### config.mk
export PLATFORM = sky130hd
export DESIGN_NAME = drive_command_decoder_mixer_top
export DESIGN_NICKNAME = d
export VERILOG_FILES = /design/src/rtl/dcdm_pkg.sv /design/src/rtl/dcdm_decode.sv /design/src/rtl/dcdm_mix.sv /design/src/rtl/drive_command_decoder_mixer_top.sv
export VERILOG_INCLUDE_DIRS = /design/src /design/src/rtl
export SDC_FILE = /design/constraint.sdc
export NUM_CORES = 1
export LEC_CHECK = 0
export BUFFER_PORTS_ARGS = -buffer_cell sky130_fd_sc_hd__buf_2
export CAP_MARGIN = 40
export CORE_UTILIZATION = 65
export CTS_CLUSTER_SIZE = 24
export DETAILED_ROUTE_END_ITERATION = 10
export PLACE_DENSITY_LB_ADDON = 0.25
export SYNTH_ARGS = -nofsm -noshare
export SYNTH_HDL_FRONTEND = slang
export SYNTH_SLANG_ARGS = --single-unit
### constraint.sdc
create_clock -name clk -period 14.7 [get_ports clk]
set_clock_uncertainty 0.2 [all_clocks]
set_input_delay 4.41 -clock clk [delete_from_list [all_inputs] [get_ports clk]]
set_output_delay 4.41 -clock clk [all_outputs]
set_load 0.01 [all_outputs]
### src/rtl/drive_command_decoder_mixer_top_assert.svh
// Assertion macros shared by the drive command decoder and mixer RTL
`ifndef DRIVE_COMMAND_DECODER_MIXER_TOP_ASSERT_SVH
`define DRIVE_COMMAND_DECODER_MIXER_TOP_ASSERT_SVH
`ifndef SYNTH
`define DCDM_ASSERT_IMP(lbl, clk, rst_n, ante, cons) \
    lbl: assert property (@(posedge clk) disable iff (!rst_n) (ante) |-> (cons)) \
        else $error("same-cycle check failed");
`define DCDM_ASSERT_NXT(lbl, clk, rst_n, ante, cons) \
    lbl: assert property (@(posedge clk) disable iff (!rst_n) (ante) |=> (cons)) \
        else $error("next-cycle check failed");
`else
`define DCDM_ASSERT_IMP(lbl, clk, rst_n, ante, cons)
`define DCDM_ASSERT_NXT(lbl, clk, rst_n, ante, cons)
`endif
`endif

### src/rtl/dcdm_pkg.sv
// Types, command codes and arithmetic helpers for the drive command decoder and mixer
`timescale 1ns / 1ps

package dcdm_pkg;

    localparam logic [7:0] CHR_LW    = 8'h77;
    localparam logic [7:0] CHR_LS    = 8'h73;
    localparam logic [7:0] CHR_UW    = 8'h57;
    localparam logic [7:0] CHR_US    = 8'h53;
    localparam logic [7:0] CHR_LD    = 8'h64;
    localparam logic [7:0] CHR_LA    = 8'h61;
    localparam logic [7:0] CHR_UD    = 8'h44;
    localparam logic [7:0] CHR_UA    = 8'h41;
    localparam logic [7:0] CHR_V     = 8'h76;
    localparam logic [7:0] CHR_SPACE = 8'h20;

    localparam logic [7:0] SPD_FWD      = 8'd180;
    localparam logic [7:0] SPD_REV      = 8'd74;
    localparam logic [7:0] SPD_FWD_FULL = 8'd255;
    localparam logic [7:0] SPD_REV_FULL = 8'd1;
    localparam logic [7:0] SPD_TURN_HI  = 8'd240;
    localparam logic [7:0] SPD_TURN_LO  = 8'd15;
    localparam logic [7:0] SPD_STOP     = 8'd128;
    localparam logic [7:0] SPD_MAX      = 8'd254;
    localparam logic [7:0] SPD_MIN      = 8'd1;

    localparam logic signed [15:0] MIX_OFFSET = 16'sd12700;
    localparam logic [14:0]        DIV_ROUND  = 15'd99;
    localparam logic [12:0]        RECIP_100  = 13'd5243;

    typedef struct packed {
        logic       set_left;
        logic [7:0] left_speed;
        logic       set_right;
        logic [7:0] right_speed;
        logic       restart_timer;
        logic       moving;
    } res_t;

    typedef struct packed {
        logic              joy;
        logic signed [7:0] x;
        logic signed [7:0] y;
        res_t              res;
    } job_t;

    // floor(u / 100) for u below 43000
    function automatic logic [8:0] div100(input logic [14:0] u);
        logic [27:0] prod;
        prod = 28'(u) * 28'(RECIP_100);
        return prod[27:19];
    endfunction

    function automatic logic [7:0] clamp_speed(input logic signed [10:0] s);
        logic [7:0] r;
        if (s >= 11'sd255)
            r = SPD_MAX;
        else if (s <= 11'sd0)
            r = SPD_MIN;
        else
            r = s[7:0];
        return r;
    endfunction

endpackage

### src/rtl/dcdm_decode.sv
// Command byte decoder: keyboard and joystick state and per-transaction job build
`timescale 1ns / 1ps
`include "drive_command_decoder_mixer_top_assert.svh"

module dcdm_decode
    import dcdm_pkg::*;
(
    input  logic       clk,
    input  logic       rst_n,
    input  logic       accept,
    input  logic [7:0] rx_byte,
    input  logic       battery_fault,
    output job_t       job
);

    logic       joy_reg;
    logic       joy_next;
    logic       idx_reg;
    logic       idx_next;
    logic [7:0] held_y_reg;
    logic [7:0] held_y_next;
    logic       moving_reg;
    logic       moving_next;

    logic [7:0] neg_b;
    logic [7:0] neg_held_y;
    logic       x_nonpos;
    logic       kb_hit;
    logic [7:0] kb_left;
    logic [7:0] kb_right;

    assign neg_b      = 8'd0 - rx_byte;
    assign neg_held_y = 8'd0 - held_y_reg;
    assign x_nonpos   = neg_b[7] || (neg_b == 8'd0);

    always_comb
    begin
        kb_hit   = 1'b1;
        kb_left  = 8'd0;
        kb_right = 8'd0;
        case (rx_byte)
            CHR_LW:
            begin
                kb_left  = SPD_FWD;
                kb_right = SPD_FWD;
            end
            CHR_LS:
            begin
                kb_left  = SPD_REV;
                kb_right = SPD_REV;
            end
            CHR_UW:
            begin
                kb_left  = SPD_FWD_FULL;
                kb_right = SPD_FWD_FULL;
            end
            CHR_US:
            begin
                kb_left  = SPD_REV_FULL;
                kb_right = SPD_REV_FULL;
            end
            CHR_LD:
            begin
                kb_left  = SPD_TURN_HI;
                kb_right = SPD_TURN_LO;
            end
            CHR_LA:
            begin
                kb_left  = SPD_TURN_LO;
                kb_right = SPD_TURN_HI;
            end
            CHR_UD:
            begin
                kb_left  = SPD_FWD_FULL;
                kb_right = SPD_REV_FULL;
            end
            CHR_UA:
            begin
                kb_left  = SPD_REV_FULL;
                kb_right = SPD_FWD_FULL;
            end
            default:
            begin
                kb_hit = 1'b0;
            end
        endcase
    end

    always_comb
    begin
        joy_next    = joy_reg;
        idx_next    = idx_reg;
        held_y_next = held_y_reg;
        moving_next = moving_reg;
        job         = '0;
        if (!battery_fault)
        begin
            if (joy_reg)
            begin
                if (!idx_reg)
                begin
                    held_y_next = neg_b;
                    idx_next    = 1'b1;
                end
                else
                begin
                    job.joy           = 1'b1;
                    job.x             = neg_b;
                    job.y             = x_nonpos ? neg_held_y : held_y_reg;
                    job.res.set_left  = 1'b1;
                    job.res.set_right = 1'b1;
                    idx_next          = 1'b0;
                    joy_next          = 1'b0;
                end
            end
            else if (kb_hit)
            begin
                job.res.set_left      = 1'b1;
                job.res.set_right     = 1'b1;
                job.res.left_speed    = kb_left;
                job.res.right_speed   = kb_right;
                job.res.restart_timer = 1'b1;
                moving_next           = 1'b1;
            end
            else if (rx_byte == CHR_V)
            begin
                job.res.restart_timer = 1'b1;
                joy_next              = 1'b1;
                idx_next              = 1'b0;
                moving_next           = 1'b1;
            end
            else if (rx_byte == CHR_SPACE)
            begin
                job.res.set_left    = 1'b1;
                job.res.set_right   = 1'b1;
                job.res.left_speed  = SPD_STOP;
                job.res.right_speed = SPD_STOP;
                moving_next         = 1'b0;
            end
        end
        job.res.moving = moving_next;
    end

    always_ff @(posedge clk or negedge rst_n)
    begin
        if (!rst_n)
        begin
            joy_reg    <= 1'b0;
            idx_reg    <= 1'b0;
            held_y_reg <= 8'd0;
            moving_reg <= 1'b0;
        end
        else if (accept)
        begin
            joy_reg    <= joy_next;
            idx_reg    <= idx_next;
            held_y_reg <= held_y_next;
            moving_reg <= moving_next;
        end
    end

    `DCDM_ASSERT_IMP(a_idx_in_joy, clk, rst_n, idx_reg, joy_reg)
    `DCDM_ASSERT_NXT(a_fault_freezes, clk, rst_n, accept && battery_fault,
        $stable(joy_reg) && $stable(idx_reg) && $stable(held_y_reg) && $stable(moving_reg))

endmodule

### src/rtl/dcdm_mix.sv
// Joystick mixer: fixed-point speed mix and clamp for one transaction
`timescale 1ns / 1ps

module dcdm_mix
    import dcdm_pkg::*;
(
    input  job_t job,
    output res_t res
);

    logic signed [15:0] m;
    logic signed [15:0] m_neg;
    logic [14:0]        mag_m;
    logic signed [15:0] c;
    logic signed [15:0] c_neg;
    logic [14:0]        mag_c;
    logic [8:0]         q_a;
    logic [8:0]         q_lo;
    logic [8:0]         q_hi;
    logic signed [9:0]  a;
    logic signed [9:0]  fr;
    logic signed [9:0]  fl;
    logic signed [10:0] sum_r;
    logic signed [10:0] sum_l;

    assign m     = {job.x[7], job.x, 7'b0} + MIX_OFFSET;
    assign m_neg = -m;
    assign mag_m = m[15] ? m_neg[14:0] : m[14:0];

    assign c     = {job.y[7], job.y, 7'b0} - {{8{job.y[7]}}, job.y};
    assign c_neg = -c;
    assign mag_c = c[15] ? c_neg[14:0] : c[14:0];

    assign q_a  = div100(mag_m);
    assign q_lo = div100(mag_c);
    assign q_hi = div100(mag_c + DIV_ROUND);

    assign a  = m[15] ? -$signed({1'b0, q_a}) : $signed({1'b0, q_a});
    assign fr = c[15] ? -$signed({1'b0, q_hi}) : $signed({1'b0, q_lo});
    assign fl = c[15] ? $signed({1'b0, q_lo}) : -$signed({1'b0, q_hi});

    assign sum_r = {a[9], a} + {fr[9], fr};
    assign sum_l = {a[9], a} + {fl[9], fl};

    always_comb
    begin
        res = job.res;
        if (job.joy)
        begin
            res.left_speed  = clamp_speed(sum_l);
            res.right_speed = clamp_speed(sum_r);
        end
    end

endmodule

### src/rtl/drive_command_decoder_mixer_top.sv
// Top level of the drive command decoder and mixer
//
//  channel | valid     | stall     | payload
//  --------+-----------+-----------+--------------------------------------------
//  in      | in_valid  | in_stall  | rx_byte, battery_fault
//  out     | out_valid | out_stall | set_left, left_speed, set_right,
//          |           |           | right_speed, restart_timer, moving
//
//  One transaction per clock unless stalled; stages: job register, result register.
//  The mixer's three constant reciprocal multipliers set the job-to-result path.
//  rst_n clears decoder state and both stage valids; payload registers are not reset.
//  out_stall holds the result; in_stall rises only when both stages are full.
`timescale 1ns / 1ps
`include "drive_command_decoder_mixer_top_assert.svh"

module drive_command_decoder_mixer_top
    import dcdm_pkg::*;
(
    input  logic       clk,
    input  logic       rst_n,
    input  logic       in_valid,
    output logic       in_stall,
    input  logic [7:0] rx_byte,
    input  logic       battery_fault,
    output logic       out_valid,
    input  logic       out_stall,
    output logic       set_left,
    output logic [7:0] left_speed,
    output logic       set_right,
    output logic [7:0] right_speed,
    output logic       restart_timer,
    output logic       moving
);

    job_t job_in;
    job_t job_reg;
    res_t res_mix;
    res_t res_reg;

    logic job_valid_reg;
    logic job_valid_next;
    logic res_valid_reg;
    logic res_valid_next;
    logic job_load;
    logic res_advance;

    assign res_advance = job_valid_reg && (!res_valid_reg || !out_stall);
    assign in_stall    = job_valid_reg && !res_advance;
    assign job_load    = in_valid && !in_stall;

    dcdm_decode u_decode (
        .clk           (clk),
        .rst_n         (rst_n),
        .accept        (job_load),
        .rx_byte       (rx_byte),
        .battery_fault (battery_fault),
        .job           (job_in)
    );

    dcdm_mix u_mix (
        .job (job_reg),
        .res (res_mix)
    );

    always_comb
    begin
        job_valid_next = job_valid_reg;
        if (job_load)
            job_valid_next = 1'b1;
        else if (res_advance)
            job_valid_next = 1'b0;

        res_valid_next = res_valid_reg;
        if (res_advance)
            res_valid_next = 1'b1;
        else if (!out_stall)
            res_valid_next = 1'b0;
    end

    always_ff @(posedge clk or negedge rst_n)
    begin
        if (!rst_n)
        begin
            job_valid_reg <= 1'b0;
            res_valid_reg <= 1'b0;
        end
        else
        begin
            job_valid_reg <= job_valid_next;
            res_valid_reg <= res_valid_next;
        end
    end

    always_ff @(posedge clk)
    begin
        if (job_load)
            job_reg <= job_in;
        if (res_advance)
            res_reg <= res_mix;
    end

    assign out_valid     = res_valid_reg;
    assign set_left      = res_reg.set_left;
    assign left_speed    = res_reg.left_speed;
    assign set_right     = res_reg.set_right;
    assign right_speed   = res_reg.right_speed;
    assign restart_timer = res_reg.restart_timer;
    assign moving        = res_reg.moving;

    `DCDM_ASSERT_NXT(a_joy_in_range, clk, rst_n, res_advance && job_reg.joy,
        set_left && set_right && left_speed != 8'd0 && left_speed != 8'd255
        && right_speed != 8'd0 && right_speed != 8'd255)
    `DCDM_ASSERT_IMP(a_restart_moving, clk, rst_n, out_valid && restart_timer, moving)
    `DCDM_ASSERT_IMP(a_stall_full, clk, rst_n, in_stall, job_valid_reg && res_valid_reg && out_stall)
    `DCDM_ASSERT_IMP(a_sets_paired, clk, rst_n, out_valid, set_left == set_right)

endmodule
Yosys cells after proc, flatten, opt, wreduce, memory -nomap -nowiden:

Cells that the tools add are included.

* register bits after elaboration: 70
* latch bits: 0
* memory bits (writable): 0
* ROM bits: 0
* bits of input ports: 13
* output and inout bits: 22
* logic and storage cells: 115
* memories: 0

* add/subtract/negate cells: 11
* multiply operators: 3
* div/mod/pow operators: 0
* magnitude comparators: 4
* eq/ne operators: 12
* shift-type cells: 0
* multiplexer cells: 38
* bitwise gates (word level): 3
* reduce and logical (&&, ||, !) cells: 23

Operator list (number)
* one-hot mux 8 bit (6 select lines): 2
* multiplier 15 x 13 -> 28 bit (second input constant): 3
* == test 8 x 7 -> 1 bit (second input constant): 9
* two-way mux 8 bit: 7
* two-way mux 18 bit: 3
* two-way mux 10 bit: 3
* two-way mux 15 bit: 2
* negation 15 bit: 2
* adder 10 x 10 -> 11 bit: 2
* >= comparator 11 x 9 -> 1 bit (second input constant): 2
* less-or-equal comparator 11 x 1 -> 1 bit (second input constant): 2
* two-way mux 1 bit: 20
* negation 9 -> 10 bit: 2
* two-way mux 19 bit: 1
* adder 15 x 15 -> 16 bit (second input constant): 1
* subtractor 1 x 8 -> 8 bit (first input constant): 2
* subtractor 15 x 8 -> 16 bit: 1
* adder 15 x 7 -> 15 bit (second input constant): 1
* OR reduction 2 bit: 6
* == test 8 x 6 -> 1 bit (second input constant): 1
* zero test 8 bit: 1
* AND reduction 4 bit: 2
* OR reduction 8 bit: 1
* zero test 1 bit: 4
* other kinds (7): 14

Longest topological paths before layout:

Gate-level depths: netlist (run 1).

* word-level depth: 12
* gate-level depth with buffers: 53
* mapped depth without buffers: 51

Modules after synthesis:

Synthesis (run 1) repeated with hierarchy kept, for this count alone.

* cells, all modules: 1742
* area, all modules: 16308.1 µm²

Modules (own cells, without submodules)
* dcdm_mix: instances 1, cells an instance 1470, area an instance 13062.5 µm², sequential area each 0.0 µm²
* drive_command_decoder_mixer_top: instances 1, cells an instance 65, area an instance 1804.2 µm², sequential area each 1761.7 µm²
* dcdm_decode: instances 1, cells an instance 207, area an instance 1441.4 µm², sequential area each 275.3 µm²

Worst setup path after synthesis (run 1):

Ideal clock, no wire load.

* path type: register to register
* from: register job_reg[20] (netlist bit)
* to: register res_reg (netlist bit right_speed[0]), data pin
* setup time: 0.258 ns
* arrival: 11.146 ns
* data required time: 14.242 ns
* slack: 3.096 ns
* cell stages (with the launch flop): 50
* buffers on the path: 1
* period minus slack after synthesis: 11.604 ns
* cell sequence: edfxtp_1 > ha_1 > or3b_2 > nor4_1 > o41a_1 > or2_2 > clkbuf_1 > nor2_1 > xnor2_1 > inv_1 > ha_1 > nor2b_1 > a211oi_2 > a21o_1 > nor2b_1 > xnor2_2 > inv_1 > ha_1 > (+14 left out) > xor2_1 > ha_1 > nor2b_1 > nand2_1 > a21o_1 > a31oi_1 > xor2_1 > nand2_1 > o21ai_0 > ha_1 > inv_1 > o21bai_1 > a2111o_1 > and2_1 > a2111o_1 > nor3_1 > o21ai_0 > o221a_2

RTL lines
* from (decl): line drive_command_decoder_mixer_top.sv:36 `job_t job_reg;`
* from (signal assigned): line drive_command_decoder_mixer_top.sv:97 `job_reg <= job_in;`
* to (signal assigned): line drive_command_decoder_mixer_top.sv:99 `res_reg <= res_mix;`
* to (decl): line drive_command_decoder_mixer_top.sv:38 `res_t res_reg;`

==> results of run 1 <==
[per-layer routing]
metal | routed length (um) | share of wire (%)
met1 | 17100 | 47
met2 | 17100 | 47
met3 | 1990 | 5.4
met4 | 427 | 1.2
met5 | 0 | 0
[per-stage QoR]
step	instances	hold WS (ns)	utilization [%]	cell area (um2)
final	2106	0.229	69.7	17000
after global routing	2106	0.241	69.7	17000
after CTS	2106	0.236	69.7	16900
after detailed placement	2090	0.224	68.3	16600
after global placement	2085	0.201	68.2	16600
after floorplan	1759	0.200	-	16200
[cells by family after synthesis]
logic type                 synth area share, %
adders and majority gates                 47.1
buffers and inverters                     9.55
and+or+nand+nor                           11.9
AOI/OAI and AO/OA                         12.5
xor gates and xnor gates                  6.53
DFF                                       11.5
muxes                                    0.828
[cell usage after synthesis, types with 7 or more instances]
master	count	area share (%)
a211oi_1	10	0.46
a21o_1	24	1.1
a21oi_1	72	2.2
a31oi_1	14	0.54
and2_1	11	0.43
and3_1	9	0.35
and4_1	9	0.49
clkbuf_1	22	0.51
dfrtp_1	13	2.0
edfxtp_1	51	9.5
fa_1	178	22
ha_1	324	25
inv_1	356	8.3
mux2i_1	10	0.62
nand2_1	86	2.0
nand2b_1	11	0.43
nand3_1	32	0.99
nand4_1	17	0.66
nor2_1	87	2.0
nor2b_1	8	0.31
nor3_1	36	1.1
nor4_1	11	0.43
o211ai_1	12	0.56
o21a_1	10	0.46
o21ai_0	62	1.9
o21bai_1	10	0.46
o31ai_1	7	0.33
or2_2	12	0.46
or3_1	11	0.43
or4_1	7	0.33
xnor2_1	66	3.6
xor2_1	42	2.3
[worst paths after layout]
kind	start	end	slack, ns
min reg2reg	job_reg[19]	set_left	0.23
max reg2reg	job_reg[20]	right_speed[0]	1.14
max	job_reg[20]	right_speed[0]	1.14
max in group asynchronous	rst_n	u_decode.held_y_reg[0]	10.26
min in group asynchronous	rst_n	u_decode.joy_reg	3.78
min	job_reg[19]	set_left	0.23
[layout make-up]
type / instances / area, um2 / area share [%]
tap: 324 / 405 / 2.39
timing repair buffer: 44 / 249 / 1.47
multi-input combinational: 1301 / 12800 / 75.4
inverter: 357 / 1340 / 7.90
clock buffer: 13 / 260 / 1.53
clock inverter: 3 / 65.1 / 0.384
sequential: 64 / 1860 / 10.9
[worst reg2reg max path: cells and delay by family (launching register included)]
family | cells | cell delay, ns
fa+ha+maj | 10 | 3.94
simple gates | 15 | 3.48
compound gates | 13 | 3.39
xor+xnor | 3 | 1.10
buf+inv | 7 | 0.83
flops | 1 | 0.35
==> impl_metrics.py, run 1 <==
metrics = {
    "die": {
        "dieArea_um2": 25500,
        "rows": 57,
        "initial_utilization_pct": 66.5,
        "top_level_ports": 35,
        "die_w_um": 160,
        "core_um2": 24300,
        "die_h_um": 160,
    },
    "worst_setup_path": {
        "cp.arrival_ns": 13.44,
        "path_delay_family": "adder cells",
        "critical_path.max_fanout": 25,
        "worstPathRequired_ns": 14.58,
        "ff2ff_path_depth": 48,
        "crit_path_max_incr_delay_ns": 0.51,
        "cp_slowest_cell": "or3b_2",
        "worstSetupPathDepth": 48,
        "critPathKind": "reg2reg",
        "start_kind": "flip-flop",
        "path_buf_inv": 7,
        "cp-end-kind": "flip-flop",
    },
    "detailed_routing": {
        "ant_nets": 0,
        "first_pass_iters": 5,
        "vias": 12500,
        "viasPerCell": 5.91,
        "wl_um": 36600,
        "drt_iter0_drc": 959,
        "drcViolationCount": 0,
        "wire_per_inst_um": 17.4,
    },
    "timing": {
        "setup_viol": 0,
        "slew-limit-headroom_pct": 38.0,
        "finalHoldViolCount": 0,
        "setup_ws_ns": 1.14,
        "setup_tns_ns": 0,
        "final.min_clock_period_ns": 13.56,
        "post-route-period-util_pct": 92.2,
        "fmax_ghz": 0.0738,
        "final_max_slew_viol_count": 0,
        "rsz0062_at_grt": "false",
        "worst_pin_slew_ns": 0.925,
    },
    "cells_and_area": {
        "nFillCells": 1909,
        "layout_common_cells": "inv_1 (356), ha_1 (324), fa_1 (178), nor2_1 (87), nand2_1 (86)",
        "drive_gt1_share_pct": 5.61,
        "final_common_cell": "inv_1",
        "areaGrowthSynthToFinish_pct": 4.95,
        "largest_reg_flops": 32,
        "antennaDiodeCount": 0,
        "nNetsFinal": 2292,
    },
    "worst_hold_path": {
        "hold_depth": 0,
        "hp-class": "reg2reg",
    },
    "synth": {
        "synth-seq-cells": 64,
        "synthDistinctLibCells": 87,
        "yosysSeqAreaShare_pct": 11.5,
        "postSynthCellCount": 1759,
        "ys_async_sr_fraction_pct": 20.3,
        "synth-main-ff-cell": "edfxtp_1",
        "synth_edf_count": 51,
        "synth_area_um2": 16200,
        "synth_fp_nets": 2274,
        "yosysWarnings": 0,
        "avgSynthCellArea_um2": 9.19,
    },
    "grt": {
        "antenna_found_initial": 0,
        "grt_pass1_vias": 12600,
        "grt_use_total_pct": 30.1,
        "grtUsageMet2_pct": 49.0,
        "grt.met3_usage_pct": 3.30,
        "met1_usage_pct": 44.0,
        "top_usage_layer": "met2",
        "grt-ovfl-total": 0,
        "grt_pass1_wl_um": 62100,
        "grt_max_degree": 28,
    },
    "clock_network": {
        "cts_buffer_depth": 2,
        "htree_levels": 3,
        "cts_buffers": 9,
        "cts_tree": "done",
        "cts_root_buf": "clkbuf_16",
        "post_cts_buffers": 0,
        "clk_pin_slew_ns": 0.05,
        "clock_sinks": 64,
        "clock_latency_ns": 0.33,
        "cts_resized": 0,
        "holdBufCountCts": 0,
    },
    "run": {
        "drv_cap": 0,
    },
    "place": {
        "port_buffers": 34,
        "dp.final_hpwl_um": 31500,
        "place_worst_setup_slack_ns": 1.04,
        "gp_congestion": 0.954,
    },
    "status": {
        "outcome": "completed",
    },
}
Power of run 1 is not shown: default switching activity piles up to over one toggle a cycle in this logic, so the estimate is an artifact.
==> run 2, diff against run 1 <==
--- a/config.mk
+++ b/config.mk
@@ -8,10 +8,11 @@
 export LEC_CHECK = 0
 export BUFFER_PORTS_ARGS = -buffer_cell sky130_fd_sc_hd__buf_2
 export CAP_MARGIN = 40
-export CORE_UTILIZATION = 65
+export CORE_UTILIZATION = 45
 export CTS_CLUSTER_SIZE = 24
 export DETAILED_ROUTE_END_ITERATION = 10
 export PLACE_DENSITY_LB_ADDON = 0.25
+export RECOVER_POWER = 25
 export SYNTH_ARGS = -nofsm -noshare
 export SYNTH_HDL_FRONTEND = slang
 export SYNTH_SLANG_ARGS = --single-unit
==> impl_metrics.py, run 2 (synthesis results as in run 1) <==
metrics = {
    "status": {
        "outcome": "completed",
    },
    "cells_and_area": {
        "areaGrowthSynthToFinish_pct": 5.74,
        "antennaDiodeCount": 0,
        "drive_gt1_share_pct": 5.60,
        "final_common_cell": "inv_1",
        "largest_reg_flops": 32,
        "layout_common_cells": "inv_1 (356), ha_1 (324), fa_1 (178), nor2_1 (86), nand2_1 (86)",
        "nNetsFinal": 2297,
    },
    "run": {
        "drv_cap": 0,
    },
    "detailed_routing": {
        "viasPerCell": 5.41,
        "first_pass_iters": 5,
        "ant_nets": 0,
        "drcViolationCount": 0,
        "drt_iter0_drc": 694,
        "vias": 12200,
        "wire_per_inst_um": 16.1,
        "wl_um": 36200,
    },
    "clock_network": {
        "cts_root_buf": "clkbuf_16",
        "clock_sinks": 64,
        "cts_tree": "done",
        "cts_buffer_depth": 2,
        "cts_resized": 0,
        "cts_buffers": 9,
        "post_cts_buffers": 0,
        "clock_latency_ns": 0.33,
        "clk_pin_slew_ns": 0.06,
        "htree_levels": 3,
        "holdBufCountCts": 0,
    },
    "die": {
        "die_w_um": 192,
        "top_level_ports": 35,
        "die_h_um": 192,
        "rows": 69,
        "dieArea_um2": 36700,
        "initial_utilization_pct": 45.5,
        "core_um2": 35500,
    },
    "worst_setup_path": {
        "reg2reg_to": "right_speed[1]",
        "reg2reg_slack_ns": 1.0,
        "cp-end-kind": "flip-flop",
        "crit_path_max_incr_delay_ns": 0.61,
        "start_kind": "flip-flop",
        "worstPathRequired_ns": 14.53,
        "r2r_start": "job_reg[27]",
        "cp.arrival_ns": 13.54,
        "ff2ff_path_depth": 48,
        "critical_path.max_fanout": 25,
        "critPathKind": "reg2reg",
        "crit_top_cell": "inv_1",
        "cp_slowest_cell": "xnor2_1",
    },
    "timing": {
        "setup_tns_ns": 0,
        "rsz0062_at_grt": "false",
        "final_max_slew_viol_count": 0,
        "finalHoldViolCount": 0,
        "setup_viol": 0,
        "final.min_clock_period_ns": 13.70,
        "slew-limit-headroom_pct": 19.9,
        "worst_pin_slew_ns": 1.19,
        "post-route-period-util_pct": 93.2,
        "fmax_ghz": 0.0730,
    },
    "grt": {
        "grt_max_degree": 34,
        "grt_use_total_pct": 20.9,
        "grt_pass1_wl_um": 61400,
        "antenna_found_initial": 0,
        "grt-ovfl-total": 0,
        "grt_pass1_vias": 12400,
    },
    "worst_hold_path": {
        "min_to": "restart_timer",
        "hold_depth": 0,
        "worstHoldStart": "job_reg[1]",
        "hp-class": "reg2reg",
    },
    "place": {
        "dp.final_hpwl_um": 31300,
        "gp_congestion": 0.931,
        "port_buffers": 34,
    },
}
[run 2: cell type report]
cell class / instances / area, um2
clock inverter: 7 / 47.5
multi-input combinational: 1301 / 12800
inverter: 357 / 1340
clock buffer: 9 / 225
sequential: 64 / 1860
tap: 461 / 577
fill: 3402 / 18400
timing repair buffer: 49 / 275
[run 2: metrics by stage]
step	hold WS, ns	setup slack, ns	util [%]	area, um2	std cells
final	0.231	0.998	48.2	17100	2248
after CTS	0.234	1.10	48.2	17100	2248
after global routing	0.234	0.00148	48.2	17100	2248
after detailed placement	0.208	1.16	47.4	16800	2232
after floorplan	0.200	3.10	-	16200	1759
after global placement	0.221	1.64	47.3	16800	2227
[run 2: worst max path at each step]
stage	startpoint	endpoint	slack (ns)	depth (start not counted)
floorplan	job_reg[20]	right_speed[0]	3.10	49
CTS	job_reg[27]	right_speed[1]	1.10	48
global route	job_reg[27]	right_speed[1]	0.001	48
finish	job_reg[27]	right_speed[1]	1.0	48
global placement	job_reg[23]	right_speed[0]	1.64	47
detailed placement	job_reg[27]	right_speed[1]	1.16	48
[run 2: metal layers]
metal	up-vias	GRT usage, %	wire length (um)
li1	6011	-	-
met4	0	4.12	584
met5	-	0	0
met1	5867	29.1	17300
met2	246	35.2	16900
met3	46	1.84	1380
[run 2: worst max-delay path: cells and delay by family (launching register included)]
family / cells / cell delay [ns]
xor+xnor: 3 / 1.30
fa+ha+maj: 10 / 3.95
simple gates: 14 / 2.91
compound gates: 14 / 3.91
buf+inv: 7 / 0.79
flops: 1 / 0.32
Power of run 2 is left out for the same reason.
